--- src/rtl/tlbpt_pkg.sv ---
// shared types and constants for the tlb page translation block
package tlbpt_pkg;

	localparam int unsigned ADDR_BITS   = 16;
	localparam int unsigned OFFSET_BITS = 12;
	localparam int unsigned PAGE_BITS   = ADDR_BITS - OFFSET_BITS;
	localparam int unsigned FRAME_BITS  = 4;
	localparam int unsigned MAP_BITS    = 64;
	localparam int unsigned MASK_BITS   = 16;
	localparam int unsigned CFG_ADDR_BITS = 2;

	typedef enum logic [CFG_ADDR_BITS-1:0] {
		REG_FRAME_MAP   = 2'd0,
		REG_VALID_MASK  = 2'd1,
		REG_ACCESS_MASK = 2'd2
	} cfg_reg_t;

	typedef enum logic [1:0] {
		STATUS_OK         = 2'd0,
		STATUS_PROT_FAULT = 2'd1,
		STATUS_SEG_FAULT  = 2'd2
	} status_t;

	// commands from the controller to the datapath
	typedef struct packed {
		logic load_in;
		logic advance;
	} dp_cmd_t;

endpackage

--- src/rtl/tlbpt_ctrl.sv ---
// controller: tracks the held input word and the output register
module tlbpt_ctrl (
	input  logic                clk,
	input  logic                arst_n,
	input  logic                in_valid,
	output logic                in_stall,
	output logic                out_valid,
	input  logic                out_stall,
	output tlbpt_pkg::dp_cmd_t  cmd
);

	typedef enum logic {
		ST_EMPTY,
		ST_HELD
	} state_t;

	state_t state_q;
	logic   out_valid_q;
	logic   out_free;

	assign out_free     = !out_valid_q || !out_stall;
	assign cmd.advance  = (state_q == ST_HELD) && out_free;
	assign in_stall     = (state_q == ST_HELD) && !out_free;
	assign cmd.load_in  = in_valid && !in_stall;
	assign out_valid    = out_valid_q;

	always_ff @(posedge clk or negedge arst_n) begin
		if (!arst_n) begin
			state_q     <= ST_EMPTY;
			out_valid_q <= 1'b0;
		end else begin
			case (state_q)
				ST_EMPTY: begin
					if (cmd.load_in) begin
						state_q <= ST_HELD;
					end
				end
				ST_HELD: begin
					if (cmd.advance && !cmd.load_in) begin
						state_q <= ST_EMPTY;
					end
				end
				default: begin
					state_q <= ST_EMPTY;
				end
			endcase
			if (cmd.advance) begin
				out_valid_q <= 1'b1;
			end else if (!out_stall) begin
				out_valid_q <= 1'b0;
			end
		end
	end

endmodule

--- src/rtl/tlbpt_datapath.sv ---
// datapath: config registers, tlb entries, lookup and result register
module tlbpt_datapath #(
	parameter int TLB_ENTRIES = 8,
	parameter int NUM_PAGES   = 16
) (
	input  logic                                     clk,
	input  logic                                     arst_n,
	input  tlbpt_pkg::dp_cmd_t                       cmd,
	input  logic                                     cfg_write,
	input  logic [tlbpt_pkg::CFG_ADDR_BITS-1:0]      cfg_addr,
	input  logic [tlbpt_pkg::MAP_BITS-1:0]           cfg_data,
	input  logic [tlbpt_pkg::ADDR_BITS-1:0]          logical_address,
	output logic [tlbpt_pkg::ADDR_BITS-1:0]          physical_address,
	output logic                                     tlb_hit,
	output logic [1:0]                               status
);

	localparam int SLOT_W = (TLB_ENTRIES > 1) ? $clog2(TLB_ENTRIES) : 1;

	logic [tlbpt_pkg::MAP_BITS-1:0]    frame_map_q;
	logic [tlbpt_pkg::MASK_BITS-1:0]   valid_mask_q;
	logic [tlbpt_pkg::MASK_BITS-1:0]   access_mask_q;

	logic [tlbpt_pkg::PAGE_BITS-1:0]   tlb_tag_q   [TLB_ENTRIES];
	logic [tlbpt_pkg::FRAME_BITS-1:0]  tlb_frame_q [TLB_ENTRIES];
	logic [TLB_ENTRIES-1:0]            tlb_valid_q;
	logic [SLOT_W-1:0]                 fifo_next_q;

	logic [tlbpt_pkg::ADDR_BITS-1:0]   addr_s1;
	logic [tlbpt_pkg::ADDR_BITS-1:0]   phys_q;
	logic                              hit_q;
	tlbpt_pkg::status_t                status_q;

	logic [tlbpt_pkg::PAGE_BITS-1:0]   page;
	logic [tlbpt_pkg::OFFSET_BITS-1:0] offset;
	logic                              hit;
	logic [tlbpt_pkg::FRAME_BITS-1:0]  hit_frame;
	logic [tlbpt_pkg::FRAME_BITS-1:0]  map_frame;
	logic [tlbpt_pkg::FRAME_BITS-1:0]  frame;
	logic                              allowed;
	logic                              page_valid;
	logic                              fill;
	tlbpt_pkg::status_t                status_d;

	assign page   = addr_s1[tlbpt_pkg::ADDR_BITS-1:tlbpt_pkg::OFFSET_BITS];
	assign offset = addr_s1[tlbpt_pkg::OFFSET_BITS-1:0];

	// associative search, lowest matching slot wins
	always_comb begin
		hit       = 1'b0;
		hit_frame = '0;
		for (int i = TLB_ENTRIES - 1; i >= 0; i--) begin
			if (tlb_valid_q[i] && tlb_tag_q[i] == page) begin
				hit       = 1'b1;
				hit_frame = tlb_frame_q[i];
			end
		end
	end

	assign map_frame  = frame_map_q[page * tlbpt_pkg::FRAME_BITS +: tlbpt_pkg::FRAME_BITS];
	assign allowed    = access_mask_q[page];
	assign page_valid = ({1'b0, page} < (tlbpt_pkg::PAGE_BITS + 1)'(NUM_PAGES))
		&& valid_mask_q[page];
	assign frame      = hit ? hit_frame : map_frame;

	always_comb begin
		if (hit) begin
			status_d = allowed ? tlbpt_pkg::STATUS_OK : tlbpt_pkg::STATUS_PROT_FAULT;
		end else if (!page_valid) begin
			status_d = tlbpt_pkg::STATUS_SEG_FAULT;
		end else if (!allowed) begin
			status_d = tlbpt_pkg::STATUS_PROT_FAULT;
		end else begin
			status_d = tlbpt_pkg::STATUS_OK;
		end
	end

	assign fill = cmd.advance && !hit && status_d == tlbpt_pkg::STATUS_OK;

	always_ff @(posedge clk or negedge arst_n) begin
		if (!arst_n) begin
			frame_map_q   <= '0;
			valid_mask_q  <= '0;
			access_mask_q <= '0;
			tlb_valid_q   <= '0;
			fifo_next_q   <= '0;
		end else begin
			if (cfg_write) begin
				case (cfg_addr)
					tlbpt_pkg::REG_FRAME_MAP: begin
						frame_map_q <= cfg_data;
					end
					tlbpt_pkg::REG_VALID_MASK: begin
						valid_mask_q <= cfg_data[tlbpt_pkg::MASK_BITS-1:0];
					end
					tlbpt_pkg::REG_ACCESS_MASK: begin
						access_mask_q <= cfg_data[tlbpt_pkg::MASK_BITS-1:0];
					end
					default: begin
					end
				endcase
			end
			if (fill) begin
				tlb_valid_q[fifo_next_q] <= 1'b1;
				if (fifo_next_q == SLOT_W'(TLB_ENTRIES - 1)) begin
					fifo_next_q <= '0;
				end else begin
					fifo_next_q <= fifo_next_q + 1'b1;
				end
			end
		end
	end

	// tlb payload and word registers
	always_ff @(posedge clk) begin
		if (fill) begin
			tlb_tag_q[fifo_next_q]   <= page;
			tlb_frame_q[fifo_next_q] <= map_frame;
		end
		if (cmd.load_in) begin
			addr_s1 <= logical_address;
		end
		if (cmd.advance) begin
			phys_q   <= (status_d == tlbpt_pkg::STATUS_OK) ? {frame, offset} : '0;
			hit_q    <= hit;
			status_q <= status_d;
		end
	end

	assign physical_address = phys_q;
	assign tlb_hit          = hit_q;
	assign status           = status_q;

endmodule

--- src/rtl/tlb_page_translate.sv ---
// top level of the tlb page translation block
//
// input channel: in_valid / in_stall carry one 16-bit logical_address word.
// output channel: out_valid / out_stall carry physical_address, tlb_hit and
// status (ok, protection fault, segmentation fault) for each input word.
// configuration: cfg_write with cfg_addr selects frame_map (0), valid_mask (1)
// or access_mask (2); other indexes are ignored. write only while idle.
// an accepted word is held in the input register (addr_s1), then translated
// and its result is captured in the output register.
// throughput: one word per cycle while the output is not stalled; the 8-way tag
// compare, the page table checks and the fifo fill of the tlb all happen in
// the same cycle, so the next word sees the updated tlb.
// a stalled result holds in the output register; one more word waits in the
// input register, then in_stall rises until the output is taken.
// reset clears the configuration registers, all tlb valid bits and the fifo
// pointer; the block takes words in the first cycle after reset.
// faults return address zero and leave the tlb untouched.
module tlb_page_translate #(
	parameter int TLB_ENTRIES = 8,
	parameter int NUM_PAGES   = 16
) (
	input  logic                                clk,
	input  logic                                arst_n,
	input  logic                                cfg_write,
	input  logic [tlbpt_pkg::CFG_ADDR_BITS-1:0] cfg_addr,
	input  logic [tlbpt_pkg::MAP_BITS-1:0]      cfg_data,
	input  logic                                in_valid,
	output logic                                in_stall,
	input  logic [tlbpt_pkg::ADDR_BITS-1:0]     logical_address,
	output logic                                out_valid,
	input  logic                                out_stall,
	output logic [tlbpt_pkg::ADDR_BITS-1:0]     physical_address,
	output logic                                tlb_hit,
	output logic [1:0]                          status
);

	tlbpt_pkg::dp_cmd_t cmd;

	tlbpt_ctrl u_ctrl (
		.clk       (clk),
		.arst_n    (arst_n),
		.in_valid  (in_valid),
		.in_stall  (in_stall),
		.out_valid (out_valid),
		.out_stall (out_stall),
		.cmd       (cmd)
	);

	tlbpt_datapath #(
		.TLB_ENTRIES (TLB_ENTRIES),
		.NUM_PAGES   (NUM_PAGES)
	) u_dp (
		.clk              (clk),
		.arst_n           (arst_n),
		.cmd              (cmd),
		.cfg_write        (cfg_write),
		.cfg_addr         (cfg_addr),
		.cfg_data         (cfg_data),
		.logical_address  (logical_address),
		.physical_address (physical_address),
		.tlb_hit          (tlb_hit),
		.status           (status)
	);

endmodule

--- config.mk ---
export PLATFORM = sky130hd
export DESIGN_NAME = tlb_page_translate
export DESIGN_NICKNAME = d
export VERILOG_FILES = /design/src/rtl/tlbpt_pkg.sv /design/src/rtl/tlbpt_ctrl.sv /design/src/rtl/tlbpt_datapath.sv /design/src/rtl/tlb_page_translate.sv
export SDC_FILE = /design/constraint.sdc
export NUM_CORES = 1
export LEC_CHECK = 0
export ABC_AREA = 1
export BUFFER_PORTS_ARGS = -buffer_cell sky130_fd_sc_hd__buf_2
export CAP_MARGIN = 20
export CORE_MARGIN = 2
export CORE_UTILIZATION = 35
export CTS_BUF_LIST = sky130_fd_sc_hd__clkbuf_8
export DETAILED_ROUTE_END_ITERATION = 10
export GPL_TIMING_DRIVEN = 0
export SETUP_SLACK_MARGIN = 0.5
export SYNTH_ARGS = -nofsm -noshare
export SYNTH_HDL_FRONTEND = slang
export SYNTH_SLANG_ARGS = --single-unit
--- constraint.sdc ---
create_clock -name clk -period 3.68 [get_ports clk]
set_input_delay 0.184 -clock clk [delete_from_list [all_inputs] [get_ports clk]]
set_output_delay 0.184 -clock clk [all_outputs]
set_load 0.02 [all_outputs]
# Word-level counts from Yosys, hierarchy flattened
# Memories as Yosys holds them, arrays and structs flattened.
# Index checks and enable logic that the tools add are counted.
dict set report totals {
  register_bits 144
  mem_bits_rw 64
  inputBits 87
  word_cells 93
  mem_count 2
}
# name words width rd rd_ports_with_merged_regs wr line
set memory_table {}
lappend memory_table {u_dp.tlb_frame_q 8 4 8 0 1 tlbpt_datapath.sv:25} ;# logic [tlbpt_pkg::FRAME_BITS-1:0] tlb_frame_q [TLB_ENTRIES];
lappend memory_table {u_dp.tlb_tag_q 8 4 8 0 1 tlbpt_datapath.sv:24} ;# logic [tlbpt_pkg::PAGE_BITS-1:0] tlb_tag_q [TLB_ENTRIES];
dict set report classes {
  n_addsub 1
  order_cmp 3
  n_eq_ne 12
  shifts 1
  muxes 34
  bitwise 2
  reduce_logical 27
}
# op count
set ops {}
lappend ops {{variable part select 64 x 7 -> 4 bit} 1}
lappend ops {{two-way mux 4 bit} 9}
lappend ops {{== test 4 bit} 8}
lappend ops {{two-way mux 1 bit} 18}
lappend ops {{logical AND 1 bit} 15}
lappend ops {{binary-select mux 1 bit (select 4 bit)} 2}
lappend ops {{bitwise OR 8 bit} 1}
lappend ops {{logical NOT 1 bit} 6}
lappend ops {{AND reduction 2 bit} 3}
lappend ops {{< comparator 4 x 5 -> 1 bit, second input constant} 1}
lappend ops {{logical NOT 2 bit} 2}
lappend ops {{< comparator 3 x 4 -> 1 bit, second input constant} 1}
lappend ops {{two-way mux 2 bit} 2}
lappend ops {{adder 3 x 1 -> 3 bit, second input constant} 1}
lappend ops {{demux 1 bit (select 3 bit)} 1}
lappend ops {{== test 3 bit, second input constant} 1}
lappend ops {{>= comparator 3 x 1 -> 1 bit, second input constant} 1}
lappend ops {{two-way mux 3 bit} 1}
lappend ops {{== test 2 x 1 -> 1 bit, second input constant} 1}
lappend ops {{== test 2 bit, second input constant} 1}
lappend ops {{!= test 2 x 1 -> 1 bit, second input constant} 1}
lappend ops {{case mux 1 bit (2 select lines)} 1}
lappend ops {{logical OR 1 bit} 1}
lappend ops {{inverter 1 bit} 1}

# Depth between registers and ports, before layout
# An unclocked memory read counts as a cell.
dict set report logic_depth {
  ltp_word 16
  ltp_mapped 18
}

# Hierarchy
# From an unflattened synthesis, not the netlist that was laid out.
dict set report hier_totals {
  cells_unflattened 860
  hier_area_um2 9167.5
}
# mod instances cells_per_inst area_each_um2
set by_module_without_submodules {}
lappend by_module_without_submodules {tlbpt_datapath 1 848 9072.5}
lappend by_module_without_submodules {tlbpt_ctrl 1 12 95.1}

# Worst setup path after synthesis
# OpenSTA, ideal clock, no wires.
dict set report synth_timing {
  path_type {register to register}
  startpoint {reg u_dp.addr_s1[15] (netlist name)}
  endpoint {mem u_dp.tlb_frame_q[4][0] (netlist name) (enable)}
  arrival_time_ns 2.091
  required_time_ns 3.341
  slack_ns 1.251
  stages_incl_launch_ff 16
  path_buffers 4
  path_cell_list {edfxtp_1 > buf_6 > inv_4 > buf_6 > buf_6 > nand2_1 > o21ai_1 > inv_1 > nand4_2 > nand2_1 > nor2_2 > nand2_4 > nor2_4 > buf_12 > nand3_2 > nor2_2}
}
dict set report synth_between {
  elab_chain_cells 15
  word_cells_on_any_way 37
  cone_classes {8 x eq/ne; 17 x mux; 12 x reduce/logical}
}
# item line
set synth_rtl {}
lappend synth_rtl {{start: declaration} tlbpt_datapath.sv:29} ;# logic [tlbpt_pkg::ADDR_BITS-1:0] addr_s1;
lappend synth_rtl {{start signal: assignment} tlbpt_datapath.sv:121} ;# addr_s1 <= logical_address;
lappend synth_rtl {{== test 4 bit} tlbpt_datapath.sv:53} ;# if (tlb_valid_q[i] && tlb_tag_q[i] == page) begin
lappend synth_rtl {{logical AND 1 bit} tlbpt_datapath.sv:53}
lappend synth_rtl {{two-way mux 1 bit (7 in series)} tlbpt_datapath.sv:53}
lappend synth_rtl {{two-way mux 1 bit (*)} tlbpt_datapath.sv:53}
lappend synth_rtl {{via u_dp.hit} tlbpt_datapath.sv:36} ;# logic hit;
lappend synth_rtl {{two-way mux 2 bit or logical NOT 1 bit (tied branches)} {tlbpt_datapath.sv:67, tlbpt_datapath.sv:78}}
lappend synth_rtl {{logical NOT 2 bit or logical AND 1 bit (tied branches)} tlbpt_datapath.sv:78} ;# assign fill = cmd.advance && !hit && status_d == tlbpt_pkg::STATUS_OK;
lappend synth_rtl {{logical AND 1 bit (*)} tlbpt_datapath.sv:78}
lappend synth_rtl {{two-way mux 1 bit (*)} tlbpt_datapath.sv:116} ;# if (fill) begin
lappend synth_rtl {{two-way mux 1 bit (implied by the code) (*)} tlbpt_datapath.sv:118} ;# tlb_frame_q[fifo_next_q] <= map_frame;
lappend synth_rtl {{end: declaration} tlbpt_datapath.sv:25}
# Mark *: on every way through the listed nets, which the timed path passes. The rest lies on a longest branch. The select of a mux whose other input is x is not followed.

# Worst setup path after layout
dict set report layout_timing {
  startpoint {reg u_dp.addr_s1[15] (netlist name)}
  endpoint {mem u_dp.tlb_frame_q[4][3] (netlist name) (enable)}
}
dict set report layout_between {
  elab_chain_cells 15
  word_cells_on_any_way 37
  cone_classes {8 x eq/ne; 17 x mux; 12 x reduce/logical}
}
# item line
set layout_rtl {}
lappend layout_rtl {{== test 4 bit} tlbpt_datapath.sv:53}
lappend layout_rtl {{logical AND 1 bit} tlbpt_datapath.sv:53}
lappend layout_rtl {{two-way mux 1 bit (8 in series)} tlbpt_datapath.sv:53}
lappend layout_rtl {{two-way mux 2 bit or logical NOT 1 bit (tied branches)} {tlbpt_datapath.sv:67, tlbpt_datapath.sv:78}}
lappend layout_rtl {{logical NOT 2 bit or logical AND 1 bit (tied branches)} tlbpt_datapath.sv:78}
lappend layout_rtl {{logical AND 1 bit (*)} tlbpt_datapath.sv:78}
lappend layout_rtl {{two-way mux 1 bit (*)} tlbpt_datapath.sv:116}
lappend layout_rtl {{two-way mux 1 bit (implied by the code) (*)} tlbpt_datapath.sv:118}
# Mark *: on every way between the ends. The rest lies on a longest branch, timed or not. The select of a mux whose other input is x is not followed.

==> impl_metrics.json <==
{
  "run_status": "finished clean",
  "grt_antenna_before_repair": 1,
  "setup-tns-final_ps": 0,
  "tritoncts.num_buffers": 36,
  "setup.reg_to_reg.worst_slack_ps": 780,
  "dr_wl_met2_mm": 11.2,
  "postSynthNetCount": 951,
  "hpwlAfterDp_mm": 15.7,
  "worst_slew_pin_slew_ps": 739,
  "areaGrowthSynthToFinish_pct": 28.1,
  "synth_edf_count": 99,
  "postSynthRegisterBits": 208,
  "most_frequent_cell_after_synthesis": "sky130_fd_sc_hd__nand2_1",
  "die_x_um": 166,
  "placement.io_buffers": 107,
  "worstPathArrival_ps": 3100,
  "mappedNetlistArea_um2": 9220,
  "crit_path_end": "u_dp.tlb_frame_q[4][3]",
  "post_layout_nonfiller_instances": 1458,
  "setup.worst_path.start_class": "flop",
  "post-route-drc-count": 0,
  "synth_top_cell_by_area": "sky130_fd_sc_hd__edfxtp_1",
  "cp.required_ps": 3880,
  "hold_violations": 0,
  "netlist_instances": 862,
  "synth_top_area_frac": 0.322,
  "num_vias": 6899,
  "critPathLaunch": "u_dp.addr_s1[15]",
  "power.net_switching_mw": 1.67,
  "avgRoutedWirePerCell_um": 15.9,
  "power_density_nw_per_um2": 510,
  "htreeDepth": 2,
  "ioPinCount": 108,
  "max_slew_violation_count": 0,
  "critical_path.reg2reg.startpoint": "u_dp.addr_s1[15]",
  "max-cap-violations": 0,
  "gp_congestion": 0.771,
  "globalRouteOverflowTotal": 0,
  "finalClockSkew_ps": 25.5,
  "cts_tree": "yes",
  "r2r-end": "u_dp.tlb_frame_q[4][3]",
  "period_share": 0.788,
  "worst_r2r_path_depth": 15,
  "setup_violations": 0,
  "power.ir.vdd_worst_mv": 0.301,
  "swShare": 0.277,
  "fmax_mhz": 345,
  "layout.nets": 1183,
  "rsz_0062_raised_after_global_routing": "false",
  "grt_max_degree": 72,
  "routedLengthMet1_mm": 10.4,
  "drive_above_1_share": 0.250,
  "path_max_fanout": 10,
  "headroom_to_the_max_slew_limit": 0.507,
  "total_leakage_power_nw": 5.24,
  "cts_root_buffer": "sky130_fd_sc_hd__clkbuf_8",
  "grt_first_pass_wirelength_mm": 37.0,
  "floorplan.core_area_um2": 26000,
  "clock_power_share": 0.358,
  "place.detailed.instances": 1305,
  "synth_top_flop_cell": "sky130_fd_sc_hd__dfrtp_1",
  "grt_pass1_vias": 6963,
  "final_period_minus_worst_setup_slack_ps": 2900,
  "met3_wire_len_um": 942,
  "synth_cell_types": 38,
  "drt_pre_antenna_iters": 5,
  "start_util": 0.355,
  "antenna_left": 0,
  "max-clock-path-buffers": 3,
  "sequential_share_of_power": 0.478,
  "cts.sinks": 208,
  "clk_latency_worst_skew_pair_ps": 530,
  "worstHoldPathType": "in -> reg",
  "power.share.combinational": 0.163,
  "async_flop_share": 0.524,
  "routed_via_density": 4.73,
  "ys.warnings.count": 0,
  "syn_avg_cell_area_um2": 10.7,
  "power_report.internal_total_mw": 4.35,
  "rows": 59,
  "drt-initial-drc-count": 499,
  "die_height_um": 166,
  "synth_commonest_cells": "sky130_fd_sc_hd__nand2_1 (134), sky130_fd_sc_hd__nor2_1 (119), sky130_fd_sc_hd__dfrtp_1 (109)",
  "cp-end-kind": "flop",
  "crit_type": "reg -> reg",
  "synth_top_cells_by_area": "sky130_fd_sc_hd__edfxtp_1 (32%), sky130_fd_sc_hd__dfrtp_1 (30%), sky130_fd_sc_hd__mux2_2 (5.5%), sky130_fd_sc_hd__nand2_1 (5.5%), sky130_fd_sc_hd__o21ai_0 (5.4%)",
  "detail_route.wirelength_mm": 23.2,
  "grt_use_total": 0.168,
  "clock_slew_seen_by_the_registers_of_the_worst_setup_and_hold_paths_ps": 60,
  "top_layer_used": "met4",
  "synth_sequential_area_ratio": 0.618,
  "power_mw": 6.03,
  "area_of_the_die_um2": 27700
}
[worst min-delay path by stage]
stage / start / endpoint / cells after the start
2_1_floorplan: arst_n / u_ctrl.out_valid / 0
3_3_place_gp: logical_address[3] / u_dp.addr_s1[3] / 1
3_5_place_dp: arst_n / u_dp.valid_mask_q[13] / 1
4_1_cts: cfg_data[10] / u_dp.access_mask_q[10] / 3
5_1_grt: cfg_data[13] / u_dp.frame_map_q[13] / 3
6_report: cfg_data[10] / u_dp.access_mask_q[10] / 3
[layout make-up]
class,instances,area [um2]
inverter,81,307
multi-input combinational,532,2980
clock buffer,47,647
clock inverter,19,104
buffer,41,243
tap,335,419
fill,2449,14200
timing repair buffer,194,1410
antenna,1,2.50
sequential,208,5700
[power by group through the flow]
stage               Clock, mW  Combinational (mW)  Sequential [mW]
global route             2.31                1.10             2.91
global placement            0               0.885             2.93
finish                   2.16               0.984             2.88
CTS                      2.20               0.978             2.89
detailed placement          0               0.907             2.93
floorplan                   0               0.597             2.92
[cells in the final DEF (no fill, tap or decap), types with 2 or more instances in the layout]
master | netlist | final
sky130_fd_sc_hd__nand3_4 | 6 | 6
sky130_fd_sc_hd__buf_2 | 9 | 115
sky130_fd_sc_hd__ha_1 | 2 | 2
sky130_fd_sc_hd__nor2_2 | 4 | 3
sky130_fd_sc_hd__xnor2_1 | 6 | 6
sky130_fd_sc_hd__nand3_2 | 10 | 10
sky130_fd_sc_hd__nand2_1 | 134 | 134
sky130_fd_sc_hd__o21ai_2 | 4 | 4
sky130_fd_sc_hd__nor2_4 | 1 | 2
sky130_fd_sc_hd__a21oi_1 | 25 | 25
sky130_fd_sc_hd__o21ai_0 | 100 | 100
sky130_fd_sc_hd__nand4_1 | 4 | 4
sky130_fd_sc_hd__buf_6 | 5 | 6
sky130_fd_sc_hd__o21ai_1 | 9 | 9
sky130_fd_sc_hd__nor3_4 | 2 | 2
sky130_fd_sc_hd__nand3_1 | 11 | 11
sky130_fd_sc_hd__o22ai_1 | 8 | 8
sky130_fd_sc_hd__nand2_2 | 8 | 8
sky130_fd_sc_hd__o221ai_1 | 10 | 10
sky130_fd_sc_hd__clkbuf_8 | 0 | 47
sky130_fd_sc_hd__dfrtp_1 | 109 | 109
sky130_fd_sc_hd__buf_4 | 2 | 9
sky130_fd_sc_hd__buf_12 | 2 | 2
sky130_fd_sc_hd__inv_1 | 66 | 82
sky130_fd_sc_hd__edfxtp_1 | 99 | 99
sky130_fd_sc_hd__nor2_1 | 119 | 119
sky130_fd_sc_hd__inv_2 | 13 | 13
sky130_fd_sc_hd__o211ai_1 | 16 | 16
sky130_fd_sc_hd__clkbuf_1 | 23 | 23
sky130_fd_sc_hd__mux2_2 | 45 | 45
sky130_fd_sc_hd__xor2_1 | 2 | 2
sky130_fd_sc_hd__dlygate4sd3_1 | 0 | 79
[per-stage QoR]
step / hold WS [ps] / utilization / cell area (um2) / setup slack (ps)
2_1_floorplan: -112 / - / 9220 / 1250
3_3_place_gp: 361 / 0.392 / 10200 / 450
3_5_place_dp: 127 / 0.393 / 10200 / 426
4_1_cts: 0.523 / 0.452 / 11800 / 548
5_1_grt: 9.73 / 0.454 / 11800 / 536
6_report: 2.92 / 0.454 / 11800 / 780
[layer usage]
metal | GRT usage | vias to the layer above
met3 | 0.0310 | 43
li1 | - | 3381
met4 | 0.0615 | 0
met2 | 0.279 | 183
met5 | 0 | -
met1 | 0.221 | 3292
[timing repair]
action                                 in CTS  in global routing
setup endpoints to repair                   8                 51
pin swaps                                   0                  0
buffers inserted                            0                  7
resized for setup                           1                  0
cloned                                      0                  0
endpoints found under the hold margin     198                  0
hold buffers                               79                  0
[state kept, by name (all words and copies together) (netlist names)]
register,cells
u_dp.tlb_frame_q,32
u_dp.addr_s1,16
u_dp.status,2
u_dp.physical_address,16
u_dp.tlb_hit,1
u_dp.valid_mask_q,16
u_dp.tlb_valid_q,8
u_ctrl.state_q,1
u_dp.tlb_tag_q,32
u_ctrl.out_valid,1
u_dp.fifo_next_q,3
u_dp.access_mask_q,16
u_dp.frame_map_q,64
[cells by family after synthesis]
group / synth area share
flip-flops: 0.618
multiplexers: 0.0550
AND/OR/NAND/NOR: 0.152
AO/OA/AOI/OAI: 0.105
adder cells (fa/ha/maj): 0.00271
XOR/XNOR: 0.00760
buffers and inverters: 0.0596
[worst max-delay path, cell delays in order (launching register included)]
cell and delay [ps]:
sky130_fd_sc_hd__edfxtp_1 550, sky130_fd_sc_hd__buf_6 230, sky130_fd_sc_hd__inv_4 60, sky130_fd_sc_hd__buf_6 130
sky130_fd_sc_hd__buf_6 170, sky130_fd_sc_hd__nor2_1 50, sky130_fd_sc_hd__nor2_1 170, sky130_fd_sc_hd__nand4_2 150
sky130_fd_sc_hd__nand2_1 110, sky130_fd_sc_hd__nor2_2 70, sky130_fd_sc_hd__nand3_2 130, sky130_fd_sc_hd__nand2_2 100
sky130_fd_sc_hd__inv_2 130, sky130_fd_sc_hd__buf_12 160, sky130_fd_sc_hd__nand3_2 90, sky130_fd_sc_hd__nor2_4 240
No activity file was read; power rests on OpenSTA's default activity.
